<file path="src/hdl/sbfr_pkg.sv">
// ----------------------------------------------------------------------------
// sbfr_pkg
// constants, sequencer states and header pattern of the frame receiver
// ----------------------------------------------------------------------------
package sbfr_pkg;

  localparam int unsigned StoreLen = 18;
  localparam int unsigned IdxW     = 5;
  localparam int unsigned SumW     = 11;

  localparam logic [7:0] SyncByte  = 8'hBB;
  localparam logic [7:0] TypeShort = 8'h05;
  localparam logic [7:0] TypeLong  = 8'h08;
  localparam logic [7:0] TypeDrop  = 8'h00;

  localparam logic [IdxW-1:0] LenShort = IdxW'(15);
  localparam logic [IdxW-1:0] LenLong  = IdxW'(18);
  localparam logic [IdxW-1:0] LenDrop  = IdxW'(10);
  localparam logic [IdxW-1:0] TypePos  = IdxW'(6);
  localparam logic [IdxW-1:0] ZeroPos  = IdxW'(7);
  localparam logic [IdxW-1:0] SumStart = IdxW'(8);
  localparam logic [IdxW-1:0] HdrLen   = IdxW'(6);

  localparam logic [7:0] ResetReload = 8'd8;

  typedef enum logic [1:0] {
    ST_IDLE,
    ST_CHECK,
    ST_EMIT
  } sbfr_state_t;

  function automatic logic [7:0] header_byte(input logic [2:0] pos);
    logic [7:0] v;
    case (pos)
      3'd0:    v = SyncByte;
      3'd2:    v = 8'h06;
      3'd3:    v = 8'h80;
      default: v = 8'h00;
    endcase
    return v;
  endfunction

endpackage

</file>
<file path="src/hdl/sync_byte_frame_receiver.sv">
// ----------------------------------------------------------------------------
// sync_byte_frame_receiver
// a tick or a byte that ends no frame is taken at once, back to back while idle
// a frame-ending byte starts a check pass over all len bytes (15 or 18) through the
// one store read port, then len words go out, one per cycle when out_ready holds
// and no new byte or tick is taken until the last word of the frame has gone out
// rst is synchronous: clears control state and the frame store, reload returns to 8
// ----------------------------------------------------------------------------
module sync_byte_frame_receiver
  import sbfr_pkg::*;
(
  input  logic       clk,
  input  logic       rst,
  input  logic       in_valid,
  output logic       in_ready,
  input  logic       func,
  input  logic [7:0] rx_byte,
  output logic       out_valid,
  input  logic       out_ready,
  output logic [7:0] out_byte,
  output logic [4:0] byte_index,
  output logic       last_byte,
  output logic       long_frame,
  output logic       frame_ok,
  input  logic       cfg_wr_en,
  input  logic [7:0] cfg_wr_data
);

  sbfr_state_t state, state_next;

  logic [7:0]      store [StoreLen];
  logic [IdxW-1:0] bc, bc_next;
  logic            synced, synced_next;
  logic [7:0]      tc, tc_next;
  logic [7:0]      reload;
  logic [7:0]      prev_byte, prev_byte_next;
  logic            long_sel, long_sel_next;
  logic [IdxW-1:0] k, k_next;
  logic [SumW-1:0] sum, sum_next;
  logic [7:0]      want_lo, want_lo_next;
  logic            ok_acc, ok_acc_next;
  logic            ok_fin, ok_fin_next;
  logic            out_valid_next;
  logic [7:0]      out_byte_next;
  logic [4:0]      byte_index_next;
  logic            last_byte_next;
  logic            long_frame_next;
  logic            frame_ok_next;

  logic            st_we;
  logic            sync_hit;
  logic [IdxW-1:0] bc_mid;
  logic            syn_mid;
  logic [7:0]      tc_mid;
  logic [7:0]      ftype;
  logic            start;
  logic [IdxW-1:0] k_rd;
  logic [7:0]      rd;
  logic [IdxW-1:0] flen;
  logic            chk;

  assign k_rd = (k < IdxW'(StoreLen)) ? k : '0;
  assign rd   = store[k_rd];
  assign flen = long_sel ? LenLong : LenShort;

  always_comb begin
    state_next      = state;
    bc_next         = bc;
    synced_next     = synced;
    tc_next         = tc;
    prev_byte_next  = prev_byte;
    long_sel_next   = long_sel;
    k_next          = k;
    sum_next        = sum;
    want_lo_next    = want_lo;
    ok_acc_next     = ok_acc;
    ok_fin_next     = ok_fin;
    out_valid_next  = out_valid;
    out_byte_next   = out_byte;
    byte_index_next = byte_index;
    last_byte_next  = last_byte;
    long_frame_next = long_frame;
    frame_ok_next   = frame_ok;
    in_ready        = 1'b0;
    st_we           = 1'b0;
    sync_hit        = 1'b0;
    bc_mid          = bc;
    syn_mid         = synced;
    tc_mid          = tc;
    ftype           = store[TypePos];
    start           = 1'b0;
    chk             = 1'b1;

    case (state)
      ST_IDLE: begin
        in_ready = 1'b1;
        if (in_valid && func) begin
          tc_next = (tc != 8'd0) ? tc - 8'd1 : tc;
        end else if (in_valid) begin
          st_we          = (bc < IdxW'(StoreLen));
          prev_byte_next = rx_byte;
          sync_hit = !synced && (bc != '0) && (bc < IdxW'(StoreLen))
                     && (prev_byte == SyncByte) && (rx_byte == 8'h00);
          bc_mid  = sync_hit ? IdxW'(2) : bc + IdxW'(1);
          tc_mid  = sync_hit ? reload : tc;
          syn_mid = synced | sync_hit;
          ftype   = (bc == TypePos) ? rx_byte : store[TypePos];
          if (ftype == TypeShort && bc_mid >= LenShort) begin
            bc_mid        = '0;
            syn_mid       = 1'b0;
            start         = 1'b1;
            long_sel_next = 1'b0;
          end else if (ftype == TypeLong && bc_mid >= LenLong) begin
            bc_mid        = '0;
            syn_mid       = 1'b0;
            start         = 1'b1;
            long_sel_next = 1'b1;
          end else if (ftype == TypeDrop && bc_mid >= LenDrop) begin
            bc_mid  = '0;
            syn_mid = 1'b0;
          end
          if (bc_mid >= IdxW'(StoreLen) || (bc_mid > IdxW'(2) && tc_mid == 8'd0)) begin
            bc_mid  = '0;
            syn_mid = 1'b0;
          end
          bc_next     = bc_mid;
          synced_next = syn_mid;
          tc_next     = tc_mid;
          if (start) begin
            state_next  = ST_CHECK;
            k_next      = '0;
            sum_next    = '0;
            ok_acc_next = 1'b1;
          end
        end
      end
      ST_CHECK: begin
        if (k < HdrLen) begin
          chk = (rd == header_byte(k[2:0]));
        end else if (k == ZeroPos) begin
          chk = (rd == 8'h00);
        end
        ok_acc_next = ok_acc & chk;
        if (k >= SumStart && k < flen - IdxW'(2)) begin
          sum_next = sum + SumW'(rd);
        end
        if (k == flen - IdxW'(2)) begin
          want_lo_next = rd;
        end
        if (k == flen - IdxW'(1)) begin
          ok_fin_next = ok_acc & chk & ({5'd0, sum} == {rd, want_lo});
          state_next  = ST_EMIT;
          k_next      = '0;
        end else begin
          k_next = k + IdxW'(1);
        end
      end
      ST_EMIT: begin
        if (!out_valid || out_ready) begin
          if (k < flen) begin
            out_valid_next  = 1'b1;
            out_byte_next   = rd;
            byte_index_next = k;
            last_byte_next  = (k == flen - IdxW'(1));
            long_frame_next = long_sel;
            frame_ok_next   = ok_fin;
            k_next          = k + IdxW'(1);
          end else begin
            out_valid_next = 1'b0;
            state_next     = ST_IDLE;
          end
        end
      end
      default: begin
        state_next = ST_IDLE;
      end
    endcase
  end

  always_ff @(posedge clk) begin
    if (rst) begin
      state <= ST_IDLE;
    end else begin
      state <= state_next;
    end
  end

  always_ff @(posedge clk) begin
    if (rst) begin
      bc        <= '0;
      synced    <= 1'b0;
      tc        <= 8'd0;
      reload    <= ResetReload;
      prev_byte <= 8'h00;
      out_valid <= 1'b0;
      for (int i = 0; i < StoreLen; i++) begin
        store[i] <= 8'h00;
      end
    end else begin
      bc        <= bc_next;
      synced    <= synced_next;
      tc        <= tc_next;
      prev_byte <= prev_byte_next;
      out_valid <= out_valid_next;
      if (cfg_wr_en) begin
        reload <= cfg_wr_data;
      end
      if (st_we && !(sync_hit && bc == IdxW'(1))) begin
        store[bc] <= rx_byte;
      end
      if (sync_hit) begin
        store[0] <= SyncByte;
        store[1] <= 8'h00;
      end
    end
  end

  always_ff @(posedge clk) begin
    long_sel   <= long_sel_next;
    k          <= k_next;
    sum        <= sum_next;
    want_lo    <= want_lo_next;
    ok_acc     <= ok_acc_next;
    ok_fin     <= ok_fin_next;
    out_byte   <= out_byte_next;
    byte_index <= byte_index_next;
    last_byte  <= last_byte_next;
    long_frame <= long_frame_next;
    frame_ok   <= frame_ok_next;
  end

endmodule
</file>
<file path="config.mk">
export PLATFORM = sky130hd
export DESIGN_NAME = sync_byte_frame_receiver
export DESIGN_NICKNAME = d
export VERILOG_FILES = /design/src/hdl/sbfr_pkg.sv /design/src/hdl/sync_byte_frame_receiver.sv
export SDC_FILE = /design/constraint.sdc
export NUM_CORES = 1
export LEC_CHECK = 0
export BUFFER_PORTS_ARGS = -buffer_cell sky130_fd_sc_hd__buf_2
export CORE_MARGIN = 2
export CORE_UTILIZATION = 49
export DETAILED_ROUTE_END_ITERATION = 10
export GPL_TIMING_DRIVEN = 0
export PLACE_DENSITY = 0.69
export SLEW_MARGIN = 20
export SYNTH_ARGS = -nofsm -noshare
export SYNTH_HDL_FRONTEND = slang
export SYNTH_SLANG_ARGS = --single-unit
export TNS_END_PERCENT = 50
</file>
<file path="constraint.sdc">
create_clock -name clk -period 9.5 [get_ports clk]
set_input_delay 1.9 -clock clk [delete_from_list [all_inputs] [get_ports clk]]
set_output_delay 1.9 -clock clk [all_outputs]
set_load 0.01 [all_outputs]
</file>
==> Word-level counts from Yosys, hierarchy flattened <==
Memory sizes are Yosys's and may differ from the RTL's.
Cells that the tools add are included.
{ "op_classes": {"bitwise": 6, "n_mux": 75, "addsub": 6, "eq_ne": 23, "order_cmp": 11, "reduce_logical": 41} }
{ "op_table": {"columns": ["op", "count"], "rows": [
  ["5-bit 2-to-1 mux", 17],
  ["8-bit 2-to-1 mux", 10],
  ["11-bit 2-to-1 mux", 4],
  ["1-bit 2-to-1 mux", 33],
  ["8-bit logical NOT", 4],
  ["8-bit case mux with 3 select lines", 1],
  ["11-bit case mux with 2 select lines", 1],
  ["11-bit by 16-bit equality test with 1-bit output", 1],
  ["5-bit by 4-bit greater-or-equal comparator with 1-bit output, second input constant", 3],
  ["5-bit case mux with 3 select lines", 1],
  ["2-bit != test, second input constant", 7],
  ["1-bit logical AND", 12],
  ["2-bit 2-to-1 mux", 6],
  ["6-bit AND reduction", 2],
  ["11-bit by 8-bit adder with 11-bit output", 1],
  ["5-bit by 1-bit adder with 5-bit output, second input constant", 2],
  ["5-bit by 3-bit equality test with 1-bit output, second input constant", 2],
  ["5-bit equality test", 2],
  ["5-bit greater-or-equal comparator, second input constant", 2],
  ["5-bit less-than comparator", 2],
  ["5-bit less-than comparator, second input constant", 2],
  ["3-bit AND reduction", 3],
  ["8-bit by 3-bit equality test with 1-bit output, second input constant", 1],
  ["8-bit by 4-bit equality test with 1-bit output, second input constant", 1],
  ["29 further kinds", 42]
]} }
{ "totals": {"mem_bits_rw": 144, "reg_bits": 76, "wordCells": 181, "inputBits": 22, "memories": 1} }
{ "memory_table": {"columns": ["memory", "words", "width", "rd", "rd_clocked_by_memory_dff", "wr", "line", "text"], "rows": [
  ["store", 18, 8, 2, 0, 18, "sync_byte_frame_receiver.sv:31", "logic [7:0] store [StoreLen];"]
]} }

==> Logic depth before layout (Yosys ltp) <==
{ "depth": {"ltp_word": 18, "depth_mapped": 19, "ltp_nobuf": 17} }

==> Worst setup path before layout <==
No wires, ideal clock.
{ "synth_path": {"kind": "input -> register", "startpoint": "in rx_byte[7]", "endpoint": "reg sum[0], enable pin", "t_arrival_ns": 4.045, "setup_time_ns": 0.396, "path_slack_ns": 5.060, "cell_stages": 7, "required_time_ns": 9.104, "cell_sequence": "nor4_1 > and4_1 > a31oi_1 > o32ai_1 > and3_1 > o21bai_1 > a21boi_0"} }
{ "synth_between": {"elab_chain_cells": 12, "elab_cells_between_ends": 17, "classes_between": "order compare: 2; eq/ne: 3; mux: 7; reduce/logical: 5"} }
{ "synth_lines": {"columns": ["item", "line", "text"], "rows": [
  ["start: declaration", "sync_byte_frame_receiver.sv:17", "input logic [7:0] rx_byte,"],
  ["8-bit logical NOT", "sync_byte_frame_receiver.sv:103", "&& (prev_byte == SyncByte) && (rx_byte == 8'h00);"],
  ["1-bit logical AND", "sync_byte_frame_receiver.sv:103", null],
  ["5-bit 2-to-1 mux", "sync_byte_frame_receiver.sv:104", "bc_mid = sync_hit ? IdxW'(2) : bc + IdxW'(1);"],
  ["5-bit greater-or-equal comparator", "sync_byte_frame_receiver.sv:113", "end else if (ftype == TypeLong && bc_mid >= LenLong) begin"],
  ["1-bit logical AND", "sync_byte_frame_receiver.sv:113", null],
  ["1-bit 2-to-1 mux", "sync_byte_frame_receiver.sv:113", null],
  ["1-bit 2-to-1 mux *", "sync_byte_frame_receiver.sv:108", "if (ftype == TypeShort && bc_mid >= LenShort) begin"],
  ["1-bit 2-to-1 mux *", "sync_byte_frame_receiver.sv:99", "end else if (in_valid) begin"],
  ["1-bit 2-to-1 mux *", "sync_byte_frame_receiver.sv:97", "if (in_valid && func) begin"],
  ["1-bit 2-to-1 mux *", "sync_byte_frame_receiver.sv:94", "case (state)"],
  ["2-bit by 1-bit != test with 1-bit output (no line) *", null, null],
  ["5-bit AND reduction (no line) *", null, null],
  ["end signal: assignment", "sync_byte_frame_receiver.sv:221", "sum <= sum_next;"],
  ["end: declaration", "sync_byte_frame_receiver.sv:39", "logic [SumW-1:0] sum, sum_next;"]
]} }
Mark *: on every way between the ends. The rest lies on a longest branch, timed or not. The select of a mux whose other input is x is not followed.
A chain may end at the register's enable or synchronous reset.

==> Worst setup path in the final report <==
{ "layout_path": {"startpoint": "reg k[0]", "endpoint": "reg sum[10] (data pin)"} }
{ "layout_between": {"elab_chain_cells": 6} }
{ "layout_lines": {"columns": ["item", "line", "text"], "rows": [
  ["start: declaration", "sync_byte_frame_receiver.sv:38", "logic [IdxW-1:0] k, k_next;"],
  ["start signal: assignment", "sync_byte_frame_receiver.sv:220", "k <= k_next;"],
  ["5-bit less-than comparator", "sync_byte_frame_receiver.sv:62", "assign k_rd = (k < IdxW'(StoreLen)) ? k : '0;"],
  ["5-bit 2-to-1 mux *", "sync_byte_frame_receiver.sv:62", null],
  ["memory 18 x 8 bit *", null, null],
  ["via rd[0]", "sync_byte_frame_receiver.sv:58", "logic [7:0] rd;"],
  ["11-bit by 8-bit adder with 11-bit output *", "sync_byte_frame_receiver.sv:145", "sum_next = sum + SumW'(rd);"],
  ["11-bit 2-to-1 mux *", "sync_byte_frame_receiver.sv:144", "if (k >= SumStart && k < flen - IdxW'(2)) begin"],
  ["11-bit case mux with 2 select lines *", "sync_byte_frame_receiver.sv:94", null]
]} }
Mark *: on every way through the listed nets, which the timed path passes. The rest lies on a longest branch. The select of a mux whose other input is x is not followed.

==> results.md <==
- Worst R2R Start: k[0]
- Diode count: 0
- Top cells by count, synth: nor2_1 (193), edfxtp_1 (189), a21oi_1 (81)
- Number of synthesized register bits: 238
- Number of synthesized flops with an enable pin: between 150 and 200
- Vias post-DR: 10.05k
- Crit path max fanout: 10
- Vias/cell: 6.314
- Top-count cell post-synth: nor2_1
- CP required: 9.78 ns
- Sequential fraction of the synthesis area: 0.5476
- Predominant post-synthesis flop cell: edfxtp_1
- Final Net Count: 1298
- Seq pwr share: 0.514
- Worst hold start: ok_fin
- R2R Setup Slk: just over 4 ns
- PwrDens: 166.0 mW/mm²
- Post-Synth Adder-Cell Area: 0.02841
- Final worst setup slack: 4.063 ns
- Post-CTS Setup Inserts: 0
- Clock buffer depth: 3
- Tightest Pin Transition: 0.9463 ns
- GRT Util Overall: 0.2945
- Die Height: roughly 160 µm
- Hold WC Path Type: register to register
- H-Tree Depth: 1
- Skew-Pair Late Insertion Delay: 0.55 ns
- Synth warnings: 0
- DIE AREA: 0.02609 mm²
- Crit start category: register
- Max frequency: approximately 180 MHz
- Num rows: 57
- Mapped cell area: about 0.012 mm²
- Layout cells sized above 1: 0.1247
- Hold_buf cts: 0
- Pre-CTS setup slack: 4.122 ns
- Worst hold margin: 0.4395 ns
- Hold path depth: 0
- Num CTS Buffers: 26
- Final hold violations: 0
- Initial Util: 0.4999
- Fin crit share: 0.5723
- Core area: 0.02432 mm²
- Synthesized instance count: 1167
- Dpl cells: 1545
- Crit path time final: 5.437 ns
- Core Util, Final: 0.5614
- Internal: 1.764 mW
- VDD IR-drop max: ~0.12 mV
- Max-Cap Viols: 0
- P&R area growth vs syn: 12.31%
- Distinct cell type count after synthesis: 87
- RSZ-0062 raised after global routing: false
- Synth Area per Inst: 10.42 µm²
- CP arrival: 5.72 ns
- Synth Area in Simple Gates: 0.1731
- Setup TNS: 0 ns
- Root Buffer: clkbuf_16
- Buffers added on ports: 37
- Residual DRC count: 0
- Iteration-0 DRC Markers: about 1.5k
- Total net switching power: roughly 0.5 mW
- Clock power frac: 0.442
- Post-route total power: approximately 2.3 mW
- DP Area: between 0.01 and 0.015 mm²
- Fillers: 2099
- Synth Area in XOR/XNOR: 0.01657
- Clock slew at reported path FFs: 0.06 ns
- WHS Endpoint: frame_ok
- Sw Ratio: 0.2213
- Largest net degree at the start of global routing: 17
- Total gr overflow: 0
- Max Slew Vio Count: 0
- Dominant cell type by area after synthesis: edfxtp_1
- Mux cell area share after synthesis: 0.03345
- Fin area: 0.01365 mm²
- Worst Skew: 0.01652 ns
- R2R depth: 18
- Share of the synthesized area in the top cell type: 0.4669
- Largest family of logic cells by synthesized area: simple AND/OR/NAND/NOR gates
- Status: complete, no violations
- Cts repair resizes: 0
- Routed WL: 38150 µm
- Routed Antenna Nets: 0
- Compound-Gate Fraction of Synth Area: 0.1595
- Final GP Congestion: ~1.0
- First-pass GRT wire length: 57950 µm
- Clk sinks: 238
- Crit. End Element: register
- Critical R2R Capture: sum[10]
- Slew Limit Headroom: 0.3633
- Vias in the first global route: 9518
- Crit Path Class: register to register
- Ports: 40
- Dpl hpwl: 27160 µm
- Die W: 161.5 µm
- First-pass DRT Iterations: 6
- Leakage: 4.949 nW
- Final Setup Violations: 0
- Initial antenna violation count: 0
- Fraction of registers with async set/reset: 0
- Synth top area cells: edfxtp_1 (47%), dfxtp_1 (8.1%), nor2_1 (6.0%)
- Drt wl/cell: 23.98 µm
- CTS tree: built
- Final cell count without fillers: 1591
- Comb power frac: 0.044
==> metal layers <==
layer,GRT usage,share of wire
met1,0.4157,0.41
met2,0.4542,0.44
met3,0.05393,0.10
met4,0.1124,0.043
met5,0,0
==> flip-flops by register name, indices dropped and copies added, names as in the netlist, 2 cells and up <==
register and count:
reload 8, sum 11, store 162, k 5, out_byte 8, want_lo 8
tc 8, prev_byte 8, byte_index 5, state 2, bc 5
==> power by group through the flow <==
stage | sequential (mW) | combinational [mW] | clock [mW]
2_1_floorplan | 1.18 | 0.0655 | 0
3_5_place_dp | 1.19 | 0.0974 | 0
6_report | 1.16 | 0.0999 | 1.00
4_1_cts | 1.16 | 0.0979 | 1.00
3_3_place_gp | 1.19 | 0.0961 | 0
5_1_grt | 1.17 | 0.109 | 1.05
==> logic make-up after synthesis <==
logic type	after synthesis
xor gates and xnor gates	23
buffers and inverters	112
muxes	37
DFF	238
and+or+nand+nor	440
other	1
AOI/OAI and AO/OA	289
adders and majority gates	27
==> worst max-delay path, stage by stage, from the launching register on <==
cell and delay, ns:
edfxtp_1 0.40, buf_4 0.19, buf_2 0.35, buf_1 0.70
o221ai_1 0.38, a222oi_1 0.60, or2_0 0.39, ha_1 0.25
inv_1 0.06, fa_1 0.38, nor2b_1 0.16, o21ai_0 0.12
a21boi_0 0.26, o21ai_0 0.14, a21boi_0 0.23, o21ai_0 0.16
a21oi_1 0.21, xnor2_1 0.14, nor2_1 0.06
==> how the worst max path moves through the flow <==
stage	from	end	slack, ns	cells after the start
after floorplan	rx_byte[7]	sum[0]	5.06	7
after global placement	rx_byte[7]	sum[9]	4.01	8
after detailed placement	rx_byte[0]	store[13][1]	4.12	11
after CTS	k[0]	sum[10]	4.16	18
after global routing	k[0]	sum[10]	3.71	18
final	k[0]	sum[10]	4.06	18
==> cell usage in the layout (no fill, tap or decap), drive strengths merged, types with 7 or more instances in the layout <==
master  count
nor2      193
edfxtp    189
a21oi      81
buf        80
nand2      76
clkbuf     63
o21ai      54
dfxtp      49
inv        39
nor3       33
nand3      31
ha         26
nand2b     22
mux2i      20
o22ai      19
conb       18
nor4       18
mux2       16
a211oi     14
nor2b      13
xor2       13
o221ai     12
or3        11
o211ai     10
a31oi      10
xnor2      10
or2         9
a22o        8
clkinv      8
a221oi      7
==> area by class of cell <==
class                   count  area (µm²)  area share
plain buffers              73       352.8     0.02584
inverters                  39       146.4     0.01072
flip-flops and latches    238        6656      0.4875
repair buffers             37       185.2     0.01356
clock inverters            13       153.9     0.01127
clock buffers              33       676.9     0.04958
multi-input cells         834        5076      0.3718
well taps                 324       405.4     0.02969
Power figures use the tool's default switching activity.
